==> src/rtl/ntc_queue.sv <==
// Short register queue between the front and back parts.
// No dependencies.
`timescale 1ns / 1ps

module ntc_queue #(
  parameter int WIDTH = 12,
  parameter int DEPTH = 2
) (
  input  logic             clk,
  input  logic             rst_n,
  input  logic             push,
  input  logic [WIDTH-1:0] push_data,
  output logic             full,
  input  logic             pop,
  output logic [WIDTH-1:0] pop_data,
  output logic             empty
);

  localparam int PW = (DEPTH > 1) ? $clog2(DEPTH) : 1;

  logic [WIDTH-1:0] slot_r [DEPTH];
  logic [PW-1:0]    wr_ptr_r;
  logic [PW-1:0]    rd_ptr_r;
  logic [PW:0]      count_r;
  logic             do_push;
  logic             do_pop;

  assign full = (count_r == (PW+1)'(DEPTH));
  assign empty = (count_r == '0);
  assign do_push = push && !full;
  assign do_pop = pop && !empty;
  assign pop_data = slot_r[rd_ptr_r];

  always_ff @(posedge clk) begin
    if (do_push) begin
      slot_r[wr_ptr_r] <= push_data;
    end
  end

  always_ff @(posedge clk) begin
    if (!rst_n) begin
      wr_ptr_r <= '0;
      rd_ptr_r <= '0;
      count_r <= '0;
    end else begin
      if (do_push) begin
        wr_ptr_r <= (wr_ptr_r == PW'(DEPTH - 1)) ? '0 : wr_ptr_r + 1'b1;
      end
      if (do_pop) begin
        rd_ptr_r <= (rd_ptr_r == PW'(DEPTH - 1)) ? '0 : rd_ptr_r + 1'b1;
      end
      if (do_push && !do_pop) begin
        count_r <= count_r + 1'b1;
      end else if (do_pop && !do_push) begin
        count_r <= count_r - 1'b1;
      end
    end
  end

endmodule

==> config.mk <==
export PLATFORM = sky130hd
export DESIGN_NAME = ntc_queue
export DESIGN_NICKNAME = d
export VERILOG_FILES = /design/src/rtl/ntc_queue.sv
export SDC_FILE = /design/constraint.sdc
export NUM_CORES = 1
export LEC_CHECK = 0
export BUFFER_PORTS_ARGS = -buffer_cell sky130_fd_sc_hd__buf_2
export CAP_MARGIN = 20
export CORE_UTILIZATION = 42
export DETAILED_ROUTE_END_ITERATION = 8
export GPL_TIMING_DRIVEN = 0
export PLACE_DENSITY = 0.65
export SETUP_SLACK_MARGIN = 0.2
export SYNTH_ARGS = -nofsm -noshare
export SYNTH_HDL_FRONTEND = slang
export SYNTH_SLANG_ARGS = --single-unit
export TNS_END_PERCENT = 10
==> constraint.sdc <==
create_clock -name clk -period 1.8 [get_ports clk]
set_clock_uncertainty 0.15 [all_clocks]
set_input_delay 0.36 -clock clk [delete_from_list [all_inputs] [get_ports clk]]
set_output_delay 0.36 -clock clk [all_outputs]
set_load 0.01 [all_outputs]
# [Word level (Yosys, flattened, before mapping)]
# Memories as Yosys holds them, arrays and structs flattened. A register that Yosys moved wholly into a read port is not among the register bits.
# Index checks and enable logic that the tools add are counted.
[classes] n_reduce_logical=10 addsub=4 muxes=8 n_eq_ne=1
[op_table] cell="two-way mux 1 bit" n=6
[op_table] cell="logical AND 1 bit" n=4
[op_table] cell="zero test 1 bit" n=4
[op_table] cell="two-way mux 2 bit" n=2
[op_table] cell="adder 1 bit, second input constant" n=2
[op_table] cell="adder 2 x 1 -> 2 bit, second input constant" n=1
[op_table] cell="== test 2 bit, second input constant" n=1
[op_table] cell="zero test 2 bit" n=1
[op_table] cell="nonzero test 2 bit" n=1
[op_table] cell="subtractor 2 x 1 -> 2 bit, second input constant" n=1
[totals] regBits=4 n_memories=1 ram_bits=24
[mem_list] name="slot_r" words=2 word_bits=12 rd=1 rd_clocked_by_memory_dff=1 write_ports=1 line="21" source="logic [WIDTH-1:0] slot_r [DEPTH];"

# [Depth between registers and ports, before layout]
[logic_depth] ltp_word=7 mapped_depth=7 depth_no_buf=7

# [Worst setup path before layout]
# OpenSTA, ideal clock, no wires.
[synth_timing] path_type="register to register" startpoint="register count_r[0]" endpoint="memory slot_r[0][0], enable pin" synth_period_minus_slack_ns=1.675 setup_time_ns=0.381 stages_incl_launch_ff=4 n_path_buf=0 arrival_time_ns=1.144 required_time_ns=1.269 setup_slack_ns=0.125 path_cell_list="dfxtp_1 -> nand2b_1 -> inv_2 -> nor3_2"
[synth_via] elab_chain_len=5
[synth_lines] item="start: declaration" line="24" source="logic [PW:0] count_r;"
[synth_lines] item="start signal: assignment" line="53" source="count_r <= count_r + 1'b1;"
[synth_lines] item="start signal: assignment" line="55" source="count_r <= count_r - 1'b1;"
[synth_lines] item="== test 2 bit" line="28" source="assign full = (count_r == (PW+1)'(DEPTH));"
[synth_lines] item="via full" line="13" source="output logic full,"
[synth_lines] item="zero test 1 bit" line="30" source="assign do_push = push && !full;"
[synth_lines] item="logical AND 1 bit" line="30"
[synth_lines] item="two-way mux 1 bit" line="35" source="if (do_push) begin"
[synth_lines] item="two-way mux 1 bit (not written as such)" line="36" source="slot_r[wr_ptr_r] <= push_data;"
[synth_lines] item="end: declaration" line="21"
# The timed path passes the listed nets, and every way through them passes these cells.

==> results.env <==
CRITICAL_PATH_ARRIVAL_NS=1.27
NETLIST-CELL-TYPE-COUNT=20
WORST_REL_SLEW_SLACK_PCT=57.6
CRITPATHLAUNCHTYPE='register'
DIE_H_UM=53.1
MIN-DELAY-START='push_data[9]'
DRIVE_GT1_SHARE_PCT=62.4
YS_FF_LATCH=29
AREAGROWTHSYNTHTOFINISH_PCT=43.3
DR_TOTAL_VIAS=635
LARGEST_DELAY_CONTRIBUTOR_FAMILY_ON_THE_CRITICAL_PATH='flip-flops'
INITIAL_CORE_UTIL_PCT=44.2
SETUP_VIOL=0
TOP_LIBRARY_CELLS_BY_USAGE_IN_THE_LAYOUT_FILL_AND_TAPS_ASIDE='24 x sky130_fd_sc_hd__edfxtp_1, 16 x sky130_fd_sc_hd__buf_2, 13 x sky130_fd_sc_hd__buf_6'
GRT_OVERFLOW=0
IOS=30
CTSLONGESTPATHBUFFERS=2
CP.BUFFERS_INVERTERS=2
PATH_CLASS='reg2out'
WORST_SLEW_PIN_SLEW_NS=0.633
LAYOUT.NETS=117
N_FILL_CELL=206
PORT_BUFS=29
CORE_AREA_MM2=0.00248
INSERTION_DELAY_NS=0.32
MAX-VDD-IR-DROP_mV=0.869
MAX-CAP-VIOLATIONS=0
CLK_ROOT_BUFFER_CELL='sky130_fd_sc_hd__clkbuf_4'
WHS_ENDPOINT='slot_r[1][9]'
YOSYSTOPAREACELLSHARE_PCT=65.8
DRT-MET1-WL_UM=709
YOSYSWARNINGS=0
DETAIL_ROUTE.VIAS_PER_CELL=4.85
CELL_TYPE_WITH_THE_HIGHEST_AGGREGATE_AREA_IN_THE_NETLIST='sky130_fd_sc_hd__edfxtp_1'
PATH_CATEGORY_OF_THE_WORST_MIN_DELAY_CHECK='in2reg'
P_PER_AREA_mW_PER_MM2=1430
INITIAL_ANTENNA_VIOLATION_COUNT=0
GRT_UTIL_ALL_LAYERS_PCT=14.2
NUMPLACEDINSTANCES=121
VIAS_IN_THE_FIRST_GLOBAL_ROUTE=577
STDCELL_COUNT=131
NUMCLOCKSINKS=29
FP.DIEAREA_MM2=0.00281
CRITICAL_PATH_REQUIRED_NS=1.29
SLOWEST_STAGE_CELL_CRIT_PATH='sky130_fd_sc_hd__dfxtp_4'
ROUTE.ANTENNA.REMAINING_NETS=0
MET3WIRELENGTH_UM=113
SETUP_REPAIR_AFTER_GLOBAL_ROUTING_MISSED_ITS_MARGIN='yes'
WORST_SETUP_PATH_END_KIND='output pin'
YOSYSSEQAREASHARE_PCT=75.0
R2R_SLACK_NS=0.13
DETAILROUTE.WIRELENGTH.MET2_UM=988
ROWS=18
POST_SYNTHESIS_CELL_AREA_MM2=0.00109
SYN_INST=62
GP_ROUTABILITY_CONGESTION=0.631
FINISH.INSTANCE_AREA_MM2=0.00157
LAYOUT_COMMONEST_CELL='sky130_fd_sc_hd__edfxtp_1'
TIMING.CRITICAL_PATH.CELLS='clkbuf_16, mux2_4, buf_6'
WL_PER_CELL_UM=14.1
FIRSTDRTPASSITERS=2
POSTCTSHOLDBUFS=0
FINAL_MIN_PERIOD_OVER_CLOCK_PERIOD_PCT=99.1
INSERTEDDIODECOUNT=0
MAX_STAGE_DELAY_NS=0.39
HTREE_LEVELS=2
DP.FINAL_HPWL_UM=1150
GRT_FIRST_PASS_WIRELENGTH_UM=2590
WORST_R2R_STARTPOINT='count_r[0]'
POSTSYNTHAREAPERCELL_UM2=17.7
POST_SYNTH_MAIN_AREA_CONTRIBUTORS='sky130_fd_sc_hd__edfxtp_1 66%, sky130_fd_sc_hd__mux2_2 12%, sky130_fd_sc_hd__dfxtp_1 9.1%'
TRITONCTS='built'
CP_MAX_FO=5
DESIGN_POWER_TOTAL_mW=2.25
CP.DEPTH=3
TIMING.FINAL.CRIT_PERIOD_NS=1.78
DR.FIRST_ITER.DRC_COUNT=6
MAX_CLOCK_FREQ_MHz=561
ENDPOINT_OF_THE_WORST_SLACK_REG_TO_REG_TIMING_PATH='slot_r[0][3]'
FINALHOLDVIOLATIONS=0
DRC_VIOLATION_COUNT_AFTER_ROUTING=0
DR.MAX_LAYER_USED='met4'
DIE-WIDTH_UM=53.1
OUTCOME='completed'
PLACED_CELL_AREA_MM2=0.00128
SYNTH_ENABLE_FLOP_CELLS=24
P_LEAK_nW=0.620
HOLD-PATH-CELL-COUNT=1
TIMING.REG2REG.WORST_PATH_DEPTH=3
CLKSLEWWORSTSETUPHOLDPATHS_NS=0.09
GRT_START_MAX_NET_PINS=14
TIMING.FINAL.MAX_SLEW_VIOLATIONS=0
ASYNC_RESET_FF_SHARE_PCT=0
POSTSYNTH.TOPFLOPCELL='sky130_fd_sc_hd__edfxtp_1'
SYN_NETS=79
CTS_BUFFERS=5
WIRELENGTH_UM=1850
==> logic make-up after synthesis <==
family	count (synthesis)	synth area share, %
buffers and inverters	3	1.14
xor gates and xnor gates	3	2.40
and+or+nand+nor	9	5.03
muxes	12	12.3
DFF	29	75.0
adders and majority gates	1	1.14
AOI/OAI and AO/OA	5	2.97
==> worst reg2reg max path, cell delays in order (launching register included) <==
cell	delay, ns
sky130_fd_sc_hd__dfxtp_4	0.40
sky130_fd_sc_hd__nand2b_4	0.16
sky130_fd_sc_hd__inv_6	0.05
sky130_fd_sc_hd__nor3_4	0.55
==> synthesized netlist by cell type (2+ instances only) <==
library cell,number
sky130_fd_sc_hd__edfxtp_1,24
sky130_fd_sc_hd__mux2_2,12
sky130_fd_sc_hd__dfxtp_1,5
sky130_fd_sc_hd__and2_1,3
sky130_fd_sc_hd__nor2_1,2
sky130_fd_sc_hd__xnor2_1,2
==> routing by layer <==
| metal | track usage (%) | vias to the layer above |
|---|---|---|
| met4 | 7.89 | 0 |
| met1 | 14.9 | 298 |
| met2 | 22.4 | 21 |
| met3 | 7.76 | 6 |
| met5 | 0 | - |
| li1 | - | 310 |
==> through the flow <==
stage,TNS [ns],utilization [%],hold WS [ns],setup slack [ns]
finish,0,63.3,0.0704,0.0162
global placement,0,51.8,0.349,0.0853
floorplan,0,-,0.309,0.141
global route,-0.266,63.3,0.0540,-0.0316
CTS,-0.0821,58.4,0.0582,-0.0124
detailed placement,0,51.8,0.375,0.0386
==> what timing repair did <==
action / 4_1_cts / 5_1_grt
cloned: 0 / 1
resized for setup: 19 / 22
setup buffers: 1 / 0
endpoints found under the setup margin: 40 / 39
pin swaps: 5 / 5
==> final cells by class <==
class | count | area [um2] | share of cell area, %
buffer | 1 | 15.0 | 0.957
clock buffer | 7 | 65.1 | 4.15
clock inverter | 1 | 5.00 | 0.319
inverter | 2 | 12.5 | 0.797
multi-input combinational | 30 | 345 | 22.0
sequential | 29 | 830 | 52.9
tap | 30 | 37.5 | 2.39
timing repair buffer | 31 | 259 | 16.5
==> registers in the layout (all words and copies together), names as in the netlist, named ones only <==
| signal | cells |
|---|---|
| wr_ptr_r | 1 |
| rd_ptr_r | 1 |
| count_r | 2 |
| slot_r | 24 |
==> where the power goes <==
part | total [mW] | leakage, nW | internal, mW | switching (mW)
clock | 0.442 | 0.0413 | 0.226 | 0.216
sequential | 0.943 | 0.267 | 0.865 | 0.0774
combinational | 0.867 | 0.311 | 0.526 | 0.341
==> worst max-delay path by stage <==
stage	slack (ns)	endpoint
CTS	-0.01	pop_data[3]
detailed placement	0.04	count_r[1]
global route	-0.03	pop_data[0]
global placement	0.09	count_r[1]
finish	0.02	pop_data[2]
floorplan	0.14	count_r[1]
Note: power is estimated with default switching activity, not from simulation.
