[src/rtl/ntc_pkg.sv]
// Shared types and constants of the NTC thermometer with moving average.
// No dependencies; ntc_div, ntc_front, ntc_back and the top level use this package.
`timescale 1ns / 1ps

package ntc_pkg;

  localparam int AVERAGE_DEPTH = 20;
  localparam int SAMPLE_W = 12;
  localparam int CFG_IDX_W = 3;
  localparam int CFG_DATA_W = 20;
  localparam int QUEUE_DEPTH = 2;
  localparam int LOG_FRAC = 24;
  localparam int LOG_W = 5 + LOG_FRAC;
  localparam int DIV_W = 64;

  localparam logic [SAMPLE_W-1:0] FULL_SCALE = 12'd4095;
  localparam logic signed [32:0] LN2_Q32 = 33'sh0B17217F8;
  localparam logic [DIV_W-1:0] CENTI_Q56 = 64'd100 << 56;
  localparam logic signed [DIV_W-1:0] KELVIN_CENTI = 64'sd27315;
  localparam logic signed [DIV_W-1:0] LOW_LIMIT = -64'sd10000;
  localparam logic signed [DIV_W-1:0] SAT_HIGH = 64'sd32767;
  localparam logic signed [15:0] FAULT_TEMP = 16'sd20000;
  localparam logic signed [15:0] SAT_TEMP = 16'sd32767;

  localparam logic [CFG_IDX_W-1:0] REG_NOMINAL_RES = 3'd0;
  localparam logic [CFG_IDX_W-1:0] REG_SERIES_RES = 3'd1;
  localparam logic [CFG_IDX_W-1:0] REG_BETA = 3'd2;
  localparam logic [CFG_IDX_W-1:0] REG_NOMINAL_TEMP = 3'd3;

  typedef struct packed {
    logic                op;
    logic [SAMPLE_W-1:0] sample;
  } in_item_t;

  typedef struct packed {
    logic signed [15:0] temperature_centi;
    logic               fault;
  } out_item_t;

  typedef struct packed {
    logic [19:0]        nominal_resistance;
    logic [19:0]        series_resistance;
    logic [15:0]        beta_factor;
    logic signed [14:0] nominal_temp_centi;
  } cfg_t;

endpackage

[src/rtl/ntc_ram.sv]
// Generic single-write, single-read RAM with registered read data.
// No dependencies.
`timescale 1ns / 1ps

module ntc_ram #(
  parameter int WIDTH = 12,
  parameter int DEPTH = 20,
  parameter int AW = (DEPTH > 1) ? $clog2(DEPTH) : 1
) (
  input  logic             clk,
  input  logic             we,
  input  logic [AW-1:0]    waddr,
  input  logic [WIDTH-1:0] wdata,
  input  logic [AW-1:0]    raddr,
  output logic [WIDTH-1:0] rdata
);

  logic [WIDTH-1:0] mem [DEPTH];
  logic [WIDTH-1:0] rdata_r;

  always_ff @(posedge clk) begin
    if (we) begin
      mem[waddr] <= wdata;
    end
    rdata_r <= mem[raddr];
  end

  assign rdata = rdata_r;

endmodule

[src/rtl/ntc_front.sv]
// Front part: accepts items, keeps the sample ring and running sum, forms the mean.
// Depends on ntc_pkg and ntc_ram.
`timescale 1ns / 1ps

module ntc_front #(
  parameter int AVERAGE_DEPTH = ntc_pkg::AVERAGE_DEPTH
) (
  input  logic                          clk,
  input  logic                          rst_n,
  input  logic                          in_push,
  input  ntc_pkg::in_item_t             in_data,
  output logic                          in_full,
  output logic                          mean_push,
  output logic [ntc_pkg::SAMPLE_W-1:0]  mean,
  input  logic                          mean_full
);

  localparam int SW = ntc_pkg::SAMPLE_W;
  localparam int AW = (AVERAGE_DEPTH > 1) ? $clog2(AVERAGE_DEPTH) : 1;
  localparam int SUM_W = SW + ((AVERAGE_DEPTH > 1) ? $clog2(AVERAGE_DEPTH) : 0);
  localparam int RECIP_SH = SUM_W + $clog2(AVERAGE_DEPTH);
  localparam int RECIP_W = RECIP_SH + 1;
  localparam int PROD_W = SUM_W + RECIP_W;
  // ceil(2^RECIP_SH / depth): exact floor division for every sum below 2^SUM_W.
  localparam longint RECIP_VAL =
    ((longint'(1) << RECIP_SH) + longint'(AVERAGE_DEPTH) - 1) / longint'(AVERAGE_DEPTH);

  typedef enum logic [1:0] {F_IDLE, F_UPD, F_DIV, F_PUSH} fstate_t;

  fstate_t                  state_r;
  logic [AW-1:0]            ptr_r;
  logic [AVERAGE_DEPTH-1:0] valid_r;
  logic [SW-1:0]            prime_val_r;
  logic [SW-1:0]            sample_r;
  logic [SUM_W-1:0]         sum_r;
  logic [SUM_W-1:0]         dq_r;
  logic [SW-1:0]            ram_rdata;
  logic [SW-1:0]            old_val;
  logic [SUM_W-1:0]         sum_nxt;
  logic [PROD_W-1:0]        prod;
  logic                     accept;

  ntc_ram #(.WIDTH(SW), .DEPTH(AVERAGE_DEPTH), .AW(AW)) u_ring (
    .clk   (clk),
    .we    (state_r == F_UPD),
    .waddr (ptr_r),
    .wdata (sample_r),
    .raddr (ptr_r),
    .rdata (ram_rdata)
  );

  assign in_full = (state_r != F_IDLE);
  assign accept = in_push && (state_r == F_IDLE);
  // Entries untouched since the last prime (or reset) read as the prime value.
  assign old_val = valid_r[ptr_r] ? ram_rdata : prime_val_r;
  assign sum_nxt = sum_r - SUM_W'(old_val) + SUM_W'(sample_r);
  assign prod = PROD_W'(dq_r) * PROD_W'(RECIP_VAL);
  assign mean_push = (state_r == F_PUSH);
  assign mean = dq_r[SW-1:0];

  always_ff @(posedge clk) begin
    if (!rst_n) begin
      state_r <= F_IDLE;
      ptr_r <= '0;
      valid_r <= '0;
      prime_val_r <= '0;
      sum_r <= '0;
      sample_r <= '0;
      dq_r <= '0;
    end else begin
      case (state_r)
        F_IDLE: begin
          if (accept) begin
            sample_r <= in_data.sample;
            if (in_data.op) begin
              state_r <= F_UPD;
            end else begin
              prime_val_r <= in_data.sample;
              valid_r <= '0;
              sum_r <= SUM_W'(in_data.sample) * SUM_W'(AVERAGE_DEPTH);
            end
          end
        end
        F_UPD: begin
          sum_r <= sum_nxt;
          dq_r <= sum_nxt;
          valid_r[ptr_r] <= 1'b1;
          ptr_r <= (ptr_r == AW'(AVERAGE_DEPTH - 1)) ? '0 : ptr_r + 1'b1;
          state_r <= F_DIV;
        end
        F_DIV: begin
          // Mean by reciprocal multiply and shift.
          dq_r <= SUM_W'(prod >> RECIP_SH);
          state_r <= F_PUSH;
        end
        F_PUSH: begin
          if (!mean_full) begin
            state_r <= F_IDLE;
          end
        end
        default: state_r <= F_IDLE;
      endcase
    end
  end

endmodule

[config.mk]
export PLATFORM = sky130hd
export DESIGN_NAME = ntc_front
export DESIGN_NICKNAME = d
export VERILOG_FILES = /design/src/rtl/ntc_pkg.sv /design/src/rtl/ntc_ram.sv /design/src/rtl/ntc_front.sv
export SDC_FILE = /design/constraint.sdc
export NUM_CORES = 1
export LEC_CHECK = 0
export BUFFER_PORTS_ARGS = -buffer_cell sky130_fd_sc_hd__buf_2
export CAP_MARGIN = 20
export CORE_MARGIN = 3
export CORE_UTILIZATION = 64
export CTS_BUF_LIST = sky130_fd_sc_hd__clkbuf_16
export DETAILED_ROUTE_END_ITERATION = 6
export GPL_ROUTABILITY_DRIVEN = 0
export GPL_TIMING_DRIVEN = 0
export PLACE_DENSITY = 0.81
export SKIP_CTS_REPAIR_TIMING = 1
export SLEW_MARGIN = 20
export SYNTH_ARGS = -nofsm -noshare
export SYNTH_HDL_FRONTEND = slang
export SYNTH_SLANG_ARGS = --single-unit
[constraint.sdc]
create_clock -name clk -period 6.6 [get_ports clk]
set_clock_uncertainty 0.2 [all_clocks]
set_input_delay 0 -clock clk [delete_from_list [all_inputs] [get_ports clk]]
set_output_delay 0 -clock clk [all_outputs]
set_load 0.01 [all_outputs]
# Word-level counts from Yosys, hierarchy flattened
# Memory sizes are Yosys's and may differ from the RTL's. A register that Yosys moved wholly into a read port is not among the register bits.
# Cells that the tools add are included.
[totals] regBits=85 ramBits=240 output_inout_bits=14 mem_count=1
[mem_list] name="u_ring.mem" words=20 width=12 rd=1 rd_clocked_by_memory_dff=1 write_ports=1 line_no="ntc_ram.sv:18" rtl="logic [WIDTH-1:0] mem [DEPTH];"
[classes] mux=19 multipliers=2 n_reduce_logical=10 addsub=3 n_bitwise=2 n_eq_ne=8 n_lt_le_gt_ge=2
[ops] op="17-bit one-hot mux with 2 select lines" n=2
[ops] op="20-bit 2-to-1 mux" n=2
[ops] op="20-bit one-hot mux with 2 select lines" n=1
[ops] op="17-bit 2-to-1 mux" n=2
[ops] op="17-bit by 16-bit multiplier with 33-bit output, second input constant" n=1
[ops] op="20-bit bitwise OR" n=1
[ops] op="17-bit by 12-bit adder with 17-bit output" n=1
[ops] op="17-bit by 12-bit subtractor with 17-bit output" n=1
[ops] op="12-bit by 3-bit multiplier with 15-bit output, second input constant" n=1
[ops] op="12-bit 2-to-1 mux" n=1
[ops] op="3-bit AND reduction" n=3
[ops] op="2-bit inequality test, second input constant" n=4
[ops] op="2-bit one-hot mux with 4 select lines" n=1
[ops] op="5-bit by 6-bit less-than comparator with 1-bit output, second input constant" n=1
[ops] op="2-bit 2-to-1 mux" n=3
[ops] op="2-bit nonzero test" n=3
[ops] op="5-bit by 1-bit adder with 5-bit output, second input constant" n=1
[ops] op="1-bit binary-select mux with 5-bit select" n=1
[ops] op="1-bit demux with 5-bit select" n=1
[ops] op="5-bit == test, second input constant" n=1
[ops] op="5-bit by 1-bit >= comparator with 1-bit output, second input constant" n=1
[ops] op="5-bit 2-to-1 mux" n=1
[ops] op="2-bit == test, second input constant" n=2
[ops] op="1-bit 2-to-1 mux" n=4
[ops] op="other kinds (5)" n=6

# Logic depth before layout (Yosys ltp)
# Gate-level depths: netlist (run 1).
[logic_depth] depth_word=6 ltp_mapped=21 depth_no_buf=21

# By module
# From an unflattened synthesis (run 1), not the netlist that was laid out.
[hier_totals] cells_unflattened=1583 hier_area_um2=19565.0
[by_module_without_submodules] module="ntc_front" area_per_inst_um2=9997.1 cells_per_inst=1118 n_inst=1
[by_module_without_submodules] module="ntc_ram" area_per_inst_um2=9567.9 cells_per_inst=465 n_inst=1

# Worst setup path before layout (run 1)
# OpenSTA, ideal clock, no wires.
[synth_timing] path_kind="register -> register" startpoint="reg dq_r[7]" endpoint="reg dq_r[2]" synth_period_minus_slack_ns=5.680 setup_slack_ns=0.920 path_stages_with_launch=20 arrival_ns=5.393 n_path_buf=0 cell_sequence="dfxtp_1 -> ha_1 -> inv_1 -> fa_1 -> inv_1 -> fa_1 -> fa_1 -> inv_1 -> fa_1 -> fa_1 -> inv_1 -> ha_1 -> and3_4 -> nand2_2 -> or4_1 -> o21ai_1 -> a21oi_2 -> nor2b_1 -> mux2_1 -> a221oi_2"
[synth_via] elab_chain_len=2
[synth_rtl] element="from (decl)" line_no="ntc_front.sv:36" rtl="logic [SUM_W-1:0] dq_r;"
[synth_rtl] element="from (signal assigned)" line_no="ntc_front.sv:86" rtl="dq_r <= sum_nxt;"
[synth_rtl] element="from (signal assigned)" line_no="ntc_front.sv:93" rtl="dq_r <= SUM_W'(prod >> RECIP_SH);"
[synth_rtl] element="17-bit by 16-bit multiplier with 33-bit output" line_no="ntc_front.sv:57" rtl="assign prod = PROD_W'(dq_r) * PROD_W'(RECIP_VAL);"
[synth_rtl] element="17-bit one-hot mux with 2 select lines" line_no="ntc_front.sv:71" rtl="case (state_r)"
# No other way between the ends.
# A chain may end at the register's enable or synchronous reset.

# Worst setup path in the final report (run 1)
[layout_timing] startpoint="reg dq_r[9]" endpoint="reg dq_r[12]"
# The elaborated chain is that of the path after synthesis.

==> impl_metrics.ini, run 1 <==
[outcome]
status = completed

[setup_path]
arrival_ns = 6.64
path_cells = ha_1, fa_1, inv_1, fa_1, fa_1, inv_1, fa_1, inv_1, fa_1, inv_1, ha_1, nor4_1, o21ai_1, a21oi_1, o21ai_1, o2111ai_1, a21boi_1, mux2_1, a21oi_1
cpLargestDelayFamily = adder cells
cp_data_required_time_ns = 6.90
critical_path_class = register to register
rr_worst_depth = 19
critPathLaunchType = register
reg2reg_slack_ns = 0.26
rr_startpoint = dq_r[9]$_SDFFE_PN0P_
timing.critical_path.from = dq_r[9]$_SDFFE_PN0P_
cp_slowest_cell = dfxtp_1
path_common_cell = fa_1
endpoint_kind = register
r2r-end = dq_r[12]$_SDFFE_PN0P_
critical_path.max_fanout = 7
cp_slowest_stage_delay_ns = 0.67
critPathBufInv = 4

[logic_synthesis]
yosysUniqueCellTypes = 67
syn_area_per_cell_sq_um = 12.5
synthCells = 1555
synth_edf_count = 240
netlist_area_sq_mm = 0.0195
synth_fp_nets = 1853
synth_warnings = 0
async_flop_share_pct = 0
ys_ff_latch = 337
synth.area.top_cells = edfxtp_1 37%, ha_1 12%, fa_1 10%, dfxtp_1 10%, mux4_2 7.5%
ys_seq_area_share_pct = 46.9
synth_top_area_cell = edfxtp_1
ys.flop_type = edfxtp_1
synth_top_area_share_pct = 36.9

[hold_path]
worst_hold_path.endpoint = sample_r[7]$_SDFFE_PN0P_
worstHoldStart = in_data[7]
hp-class = input port to register
hold_path_depth = 4

[clock_tree]
cts_tree = done
clkTransAtPathRegs_ns = 0.07
htree_levels = 1
cts_inserted_buffers = 31
cts_sinks = 337
clock_path_buffers = 3
clkLatencyLatePin_ns = 0.57
root_buffer = clkbuf_16

[layout]
fillCellCount = 1949
final_cell_mix = 247 x inv_1, 240 x edfxtp_1, 181 x ha_1
antennaDiodeCount = 0
final_cells = 2052
layout_commonest_cell = inv_1
drive_above_1_share_pct = 13.1
synthToLayoutAreaGrowth_pct = 9.49
final_core_util_pct = 71.5
finalNetCount = 1936

[drt]
drc = 0
vias = 12800
firstDrtPassIters = 5
drt-initial-drc-count = 1197
wirelength_mm = 46.6
ant_nets = 0
wire_per_inst_um = 22.7
via_per_inst = 6.25

[global_route]
grt_overflow = 0
grt_pass1_wl_mm = 73.2
antenna_found_initial = 0
gr-usage-all-layers_pct = 28.9
grt_pass1_vias = 13100
grt_max_degree = 23

[placement]
dp_cells = 1976
place_ws_ns = 0.317
port_buffers = 30
dp_hpwl_mm = 33.1

[timing]
hold_viol_final = 0
max_slew_margin_pct = 26.7
drv_slew = 0
period_needed_ns = 6.34
setup_violations = 0
setup_slack_ns = 0.259
timing.setup.tns_ns = 0
timing.fmax_mhz = 158
tightestPinTransition_ns = 1.10
rsz0062_at_grt = false
fin_crit_sh_pct = 96.1

[floorplanning]
rows = 63
die_h_um = 181
start_util_pct = 65.3
die_width_um = 181
io_pins = 31
dieArea_sq_mm = 0.0326
coreArea_sq_mm = 0.0299

[power]
p_leak_nw = 8.75
design_power_total_mw = 10.8
peakVddDrop_mv = 0.316
p_per_area_mw_per_mm2 = 508

[run]
maxCapViolations = 0
[flip-flops by register name (all words and copies together), names as in the netlist, 5 cells and up]
name / count
u_ring.mem: 240
dq_r: 17
u_ring.rdata: 12
valid_r: 20
prime_val_r: 12
sum_r: 17
sample_r: 12
ptr_r: 5
[cell usage after synthesis, drive strengths merged (4+ instances only)]
| cell | instances |
|---|---|
| nor2b | 4 |
| nand4 | 6 |
| mux4 | 65 |
| nand2 | 92 |
| a221oi | 6 |
| nor3 | 11 |
| a31oi | 25 |
| dfxtp | 97 |
| o21bai | 7 |
| mux2i | 23 |
| a21oi | 76 |
| a211oi | 6 |
| or3 | 5 |
| fa | 100 |
| and2 | 4 |
| nor2 | 85 |
| clkbuf | 36 |
| o21ai | 55 |
| edfxtp | 240 |
| buf | 27 |
| o211ai | 4 |
| inv | 241 |
| nand3b | 6 |
| nand2b | 6 |
| nand3 | 14 |
| xnor2 | 19 |
| a22oi | 18 |
| ha | 181 |
| xor2 | 17 |
| a21o | 15 |
| mux2 | 27 |
[cell families after synthesis]
logic type      count (synthesis)  synth area share, %
flops                         337                 46.9
buf+inv                       305                 6.24
fa+ha+maj                     281                 21.9
simple gates                  242                 5.48
compound gates                239                 7.66
mux                           115                 10.2
xor+xnor                       36                 1.62
[per-stage QoR]
step,hold slack (ns),instance area [sq um]
floorplan,-0.0640,19500
global placement,0.0911,20100
detailed placement,0.102,20200
CTS,-0.489,21100
global route,0.102,21400
finish,0.0852,21400
[layout make-up]
type	instances	area, sq um	area share [%]
clock buffer	31	776	3.63
inverter	242	908	4.25
clock inverter	26	194	0.908
timing repair buffer	50	348	1.63
sequential	337	9150	42.8
tap	390	488	2.28
buffer	63	309	1.45
multi-input combinational	913	9190	43.0
[routing by layer]
layer,vias to the layer above,global-route usage [%],wire length [um]
li1,5678,-,-
met1,6422,39.5,18600
met5,-,0,0
met3,121,3.57,3290
met4,0,10.1,1760
met2,606,48.5,23000
[where the power goes]
group          leakage [nW]  internal [mW]  switching, mW
Combinational          5.25           2.58           3.78
Sequential             3.00           2.51          0.267
Clock                 0.498          0.937          0.776
[worst max-delay path by stage]
stage	slack, ns	endpoint	depth (start not counted)
final	0.26	dq_r[12]$_SDFFE_PN0P_	19
after global routing	0.01	dq_r[2]$_SDFFE_PN0P_	19
after CTS	0.28	dq_r[2]$_SDFFE_PN0P_	17
after detailed placement	0.32	dq_r[2]$_SDFFE_PN0P_	17
after global placement	0.36	dq_r[2]$_SDFFE_PN0P_	17
after floorplan	0.92	dq_r[2]$_SDFFE_PN0P_	19
[tightest hold or removal path, cell delays in order]
cell	delay, ns
dlygate4sd3_1	0.53
buf_2	0.16
nand2_1	0.06
a21oi_1	0.05
Power figures use the tool's default switching activity.
==> run 2, diff against run 1 <==
==> constraint.sdc (replaced) <==
create_clock -name clk -period 6.5 [get_ports clk]
set_clock_uncertainty 0.2 [all_clocks]
set_input_delay 0 -clock clk [delete_from_list [all_inputs] [get_ports clk]]
set_output_delay 0 -clock clk [all_outputs]
set_load 0.01 [all_outputs]
==> run 2 against run 1 <==
  * The flow now finishes with violations (design-rule violations)
  * Register-to-register slack barely moved
  * Via count barely moved
  * Utilization barely moved
  * Routed wire length barely moved
  * Global-route usage did not move
  * Design area barely moved
  * Worst setup slack got worse by 0.0066 ns
  * Combinational power rose by 2%
  * Maximum frequency rose by 1.5%
  * Sequential cell count did not move
  * First-iteration DRC count rose by 7.6%
  * Non-clock buffer count did not move
==> impl_metrics.ini, run 2 (synthesis results as in run 1) <==
[timing]
hold_viol_final = 0
period_needed_ns = 6.25
tightestPinTransition_ns = 1.09
timing.setup.tns_ns = 0
rsz0062_at_grt = false
max_slew_margin_pct = 27.0
timing.fmax_mhz = 160
drv_slew = 0
setup_violations = 0
fin_crit_sh_pct = 96.1

[layout]
largest_register = u_ring.mem
largest_registers = u_ring.mem x240, valid_r x20
layout_commonest_cell = inv_1
drive_above_1_share_pct = 13.4
largest_register_ffs = 240
design_area_sq_mm = 0.0214
finalNetCount = 1936
synthToLayoutAreaGrowth_pct = 9.53
final_cell_mix = 247 x inv_1, 240 x edfxtp_1, 181 x ha_1
antennaDiodeCount = 0

[drt]
firstDrtPassIters = 7
drc = 3
met1_length_mm = 18.2
drt-initial-drc-count = 1288
via_per_inst = 6.26
wl_met3_mm = 3.68
wirelength_mm = 46.7
wire_per_inst_um = 22.7
ant_nets = 0
vias = 12800
routed.top_layer = met4
dr_wl_met2_mm = 22.9

[global_route]
grt_overflow = 0
grt_max_degree = 23
gr-usage-all-layers_pct = 28.9
grt_pass1_vias = 13100
antenna_found_initial = 0
grt_pass1_wl_mm = 73.2

[outcome]
status = finished, violations left
violations = design-rule violations

[clock_tree]
cts_tree = done
clkLatencyLatePin_ns = 0.58
cts_inserted_buffers = 31
root_buffer = clkbuf_16
htree_levels = 1
clock_path_buffers = 3
clkTransAtPathRegs_ns = 0.06
cts_sinks = 337

[setup_path]
path_cells = ha_1, inv_1, fa_1, inv_1, fa_1, fa_1, inv_1, fa_1, fa_1, inv_1, ha_1, and3_4, nand2_2, or4_1, o21ai_2, a21oi_2, nor2b_1, mux2_1, a221oi_2
critPathLaunchType = register
cp_slowest_cell = dfxtp_1
cp_slowest_stage_delay_ns = 0.63
critical_path_class = register to register
cp_data_required_time_ns = 6.79
endpoint_kind = register
path_common_cell = fa_1
critical_path.max_fanout = 7
arrival_ns = 6.53

[power]
peakVddDrop_mv = 0.319
p_leak_nw = 8.76
p_per_area_mw_per_mm2 = 516

[floorplanning]
io_pins = 31
rows = 63
die_width_um = 181
dieArea_sq_mm = 0.0326
coreArea_sq_mm = 0.0299
die_h_um = 181
start_util_pct = 65.3

[hold_path]
hp-class = input port to register

[placement]
post_dp_cell_area_sq_mm = 0.0202
port_buffers = 30
dp_hpwl_mm = 33.1

[run]
maxCapViolations = 0
-- run 2: changes by cell type in the layout (fill, tap and decap cells not counted) --
cell / delta
dfxtp_1: -4
dfxtp_2: +4
o21ai_1: -1
o21ai_2: +1
-- run 2: stage by stage --
| step | setup slack [ns] | util, % | power [mW] | hold WS [ns] | instances |
|---|---|---|---|---|---|
| global route | 0.0177 | 71.5 | 12.0 | 0.102 | 2052 |
| global placement | 0.264 | 67.4 | 8.90 | 0.0911 | 1975 |
| CTS | 0.181 | 70.8 | 10.9 | -0.489 | 2033 |
| finish | 0.252 | 71.5 | 11.0 | 0.0812 | 2052 |
| floorplan | 0.820 | - | 7.45 | -0.0640 | 1555 |
| detailed placement | 0.217 | 67.5 | 9.13 | 0.102 | 1976 |
-- run 2: final cells by class --
cell class | count | area (sq um)
repair buffers | 50 | 348
flip-flops and latches | 337 | 9150
inverters | 242 | 908
well taps | 390 | 488
fillers | 1946 | 8510
clock buffers | 31 | 776
multi-input cells | 913 | 9190
clock inverters | 26 | 194
plain buffers | 63 | 309
-- run 2: where the power goes --
part / internal, mW / switching (mW) / total (mW) / leakage (nW)
Combinational: 2.62 / 3.84 / 6.46 / 5.25
Sequential: 2.55 / 0.271 / 2.82 / 3.01
Clock: 0.951 / 0.788 / 1.74 / 0.498
-- run 2: final timing paths --
kind | from | to | slack [ns] | cells after the start
max | dq_r[7]$_SDFFE_PN0P_ | dq_r[2]$_SDFFE_PN0P_ | 0.25 | 19
min reg2reg | valid_r[6]$_SDFFE_PN0P_ | valid_r[6]$_SDFFE_PN0P_ | 0.27 | 2
min | in_data[6] | sample_r[6]$_SDFFE_PN0P_ | 0.08 | 4
max reg2reg | dq_r[7]$_SDFFE_PN0P_ | dq_r[2]$_SDFFE_PN0P_ | 0.25 | 19
-- run 2: routing by layer --
| layer | vias to the layer above | global-route usage, % |
|---|---|---|
| met5 | - | 0 |
| met4 | 0 | 10.1 |
| met3 | 133 | 3.57 |
| met2 | 663 | 48.5 |
| met1 | 6367 | 39.5 |
| li1 | 5674 | - |
-- run 2: critical path: cells and delay by family, from the launching register on --
family | cells | cell delay [ns]
multiplexers | 1 | 0.37
adder cells (fa/ha/maj) | 7 | 3.25
AND/OR/NAND/NOR | 4 | 0.91
AO/OA/AOI/OAI | 3 | 0.52
buffers and inverters | 4 | 0.28
flip-flops | 1 | 0.63
==> run 3, diff against run 2 <==
--- a/config.mk
+++ b/config.mk
@@ -8,12 +8,12 @@
 export BUFFER_PORTS_ARGS = -buffer_cell sky130_fd_sc_hd__buf_2
 export CAP_MARGIN = 20
 export CORE_MARGIN = 3
-export CORE_UTILIZATION = 64
+export CORE_UTILIZATION = 63
 export CTS_BUF_LIST = sky130_fd_sc_hd__clkbuf_16
 export DETAILED_ROUTE_END_ITERATION = 6
 export GPL_ROUTABILITY_DRIVEN = 0
 export GPL_TIMING_DRIVEN = 0
-export PLACE_DENSITY = 0.81
+export PLACE_DENSITY = 0.8
 export SKIP_CTS_REPAIR_TIMING = 1
 export SLEW_MARGIN = 20
 export SYNTH_ARGS = -nofsm -noshare
==> run 3 against run 2 <==
  * The run now ends clean
  * Highest routed layer unchanged
  * Global-route usage up 0.13 points
  * Sequential cell count unchanged
  * Critical endpoint unchanged
  * Via count up 0.54%
  * Largest cell class unchanged
  * Sequential power about the same
  * Largest power group unchanged
  * Worst setup slack worse by 0.027 ns
  * Design area up 0.23%
  * Utilization down 0.40 points
  * Sequential share of layout area down 0.092 points
  * Power up 1.5%
  * Combinational power about the same
  * Routed wire length up 1.4%
  * Clock power up 7%
  * Critical path type unchanged
==> impl_metrics.ini, run 3 (synthesis results as in run 1) <==
[timing]
drv_slew = 0
setup_violations = 0
rsz0062_at_grt = false
hold_viol_final = 0
tightestPinTransition_ns = 1.10
timing.setup.tns_ns = 0
fin_crit_sh_pct = 96.5
timing.fmax_mhz = 159
max_slew_margin_pct = 26.2
period_needed_ns = 6.28

[floorplanning]
start_util_pct = 64.8
io_pins = 31
rows = 63
dieArea_sq_mm = 0.0331
die_h_um = 182
coreArea_sq_mm = 0.0301
die_width_um = 182

[clock_tree]
htree_levels = 2
clock_path_buffers = 3
clkLatencyLatePin_ns = 0.53
root_buffer = clkbuf_16
cts_tree = done
cts_inserted_buffers = 34
cts_sinks = 337
clkTransAtPathRegs_ns = 0.06

[setup_path]
critical_path_class = register to register
rr_startpoint = dq_r[8]$_SDFFE_PN0P_
arrival_ns = 6.49
critPathLaunchType = register
cp_slowest_cell = fa_1
path_cells = ha_1, inv_1, fa_1, inv_1, fa_1, fa_1, inv_1, fa_1, fa_1, inv_1, ha_1, and3_4, nand2_2, or4_1, o21ai_2, a21oi_2, nor2b_1, mux2_1, a221oi_2
cp_data_required_time_ns = 6.72
cp_slowest_stage_delay_ns = 0.55
cpLargestDelayFamily = adder cells
timing.critical_path.from = dq_r[8]$_SDFFE_PN0P_
reg2reg_slack_ns = 0.22
rr_worst_depth = 19
endpoint_kind = register
path_common_cell = fa_1
critical_path.max_fanout = 6
r2r-end = dq_r[2]$_SDFFE_PN0P_
critPathBufInv = 4

[layout]
drive_above_1_share_pct = 13.3
final_core_util_pct = 71.1
finalNetCount = 1936
synthToLayoutAreaGrowth_pct = 9.78
largest_register_ffs = 240
antennaDiodeCount = 0
layout_commonest_cell = inv_1
largest_register = u_ring.mem
final_cell_mix = 250 x inv_1, 240 x edfxtp_1, 181 x ha_1
final_cells = 2052
largest_registers = u_ring.mem x240, valid_r x20

[power]
peakVddDrop_mv = 0.300
p_leak_nw = 8.78
p_per_area_mw_per_mm2 = 522

[drt]
vias = 12900
wirelength_mm = 47.3
firstDrtPassIters = 6
ant_nets = 0
drc = 0
via_per_inst = 6.29
drt-initial-drc-count = 1387
wire_per_inst_um = 23.1

[global_route]
grt_pass1_vias = 13400
antenna_found_initial = 0
use_met2_pct = 48.3
grt_pass1_wl_mm = 74.0
grtUsageMet1_pct = 39.1
met3_usage_pct = 4.07
top_usage_layer = met2
gr-usage-all-layers_pct = 29.0
grt_overflow = 0
grt_max_degree = 23

[hold_path]
hold_path_depth = 4
worstHoldStart = in_data[10]
hp-class = input port to register
worst_hold_path.endpoint = sample_r[10]$_SDFFE_PN0P_

[placement]
dp_cells = 1975
dp_hpwl_mm = 33.1
port_buffers = 30

[run]
maxCapViolations = 0

[outcome]
status = completed
run 3: where the power goes:
group	switching (mW)	internal, mW
combinational	3.87	2.62
sequential	0.283	2.55
clock	0.830	1.04
total	4.98	6.21
run 3: worst max-delay path by stage:
| stage | slack (ns) | cells after the start | end |
|---|---|---|---|
| floorplan | 0.82 | 19 | dq_r[2]$_SDFFE_PN0P_ |
| global placement | 0.23 | 19 | dq_r[2]$_SDFFE_PN0P_ |
| detailed placement | 0.15 | 19 | dq_r[12]$_SDFFE_PN0P_ |
| CTS | 0.11 | 19 | dq_r[2]$_SDFFE_PN0P_ |
| global route | 0.02 | 19 | dq_r[2]$_SDFFE_PN0P_ |
| finish | 0.22 | 19 | dq_r[2]$_SDFFE_PN0P_ |
run 3: cell type report:
cell class | count | area (sq um)
flip-flops and latches | 337 | 9160
multi-input cells | 913 | 9190
clock inverters | 26 | 196
fillers | 1949 | 8690
clock buffers | 34 | 851
well taps | 390 | 488
inverters | 242 | 908
repair buffers | 47 | 318
plain buffers | 63 | 309
run 3: worst reg2reg max path: stages, from the launching register on:
cell	delay (ns)
dfxtp_1	0.45
ha_1	0.40
inv_1	0.11
fa_1	0.55
inv_1	0.06
fa_1	0.50
fa_1	0.54
inv_1	0.05
fa_1	0.50
fa_1	0.54
inv_1	0.06
ha_1	0.32
and3_4	0.21
nand2_2	0.09
or4_1	0.44
o21ai_2	0.22
a21oi_2	0.10
nor2b_1	0.21
mux2_1	0.38
a221oi_2	0.25
run 3: routing by layer:
layer | vias up | wire [um]
li1 | 5673 | -
met1 | 6440 | 18500
met2 | 658 | 23000
met3 | 135 | 3730
met4 | 0 | 2100
met5 | - | 0
run 3: metrics by stage:
| step | hold slack, ns | setup slack (ns) | area (sq um) | power [mW] |
|---|---|---|---|---|
| 5_1_grt | 0.128 | 0.0163 | 21400 | 12.0 |
| 4_1_cts | -0.453 | 0.113 | 21200 | 11.1 |
| 3_3_place_gp | 0.0890 | 0.229 | 20100 | 8.92 |
| 3_5_place_dp | 0.0933 | 0.147 | 20200 | 9.16 |
| 6_report | 0.112 | 0.225 | 21400 | 11.2 |
| 2_1_floorplan | -0.0640 | 0.820 | 19500 | 7.45 |
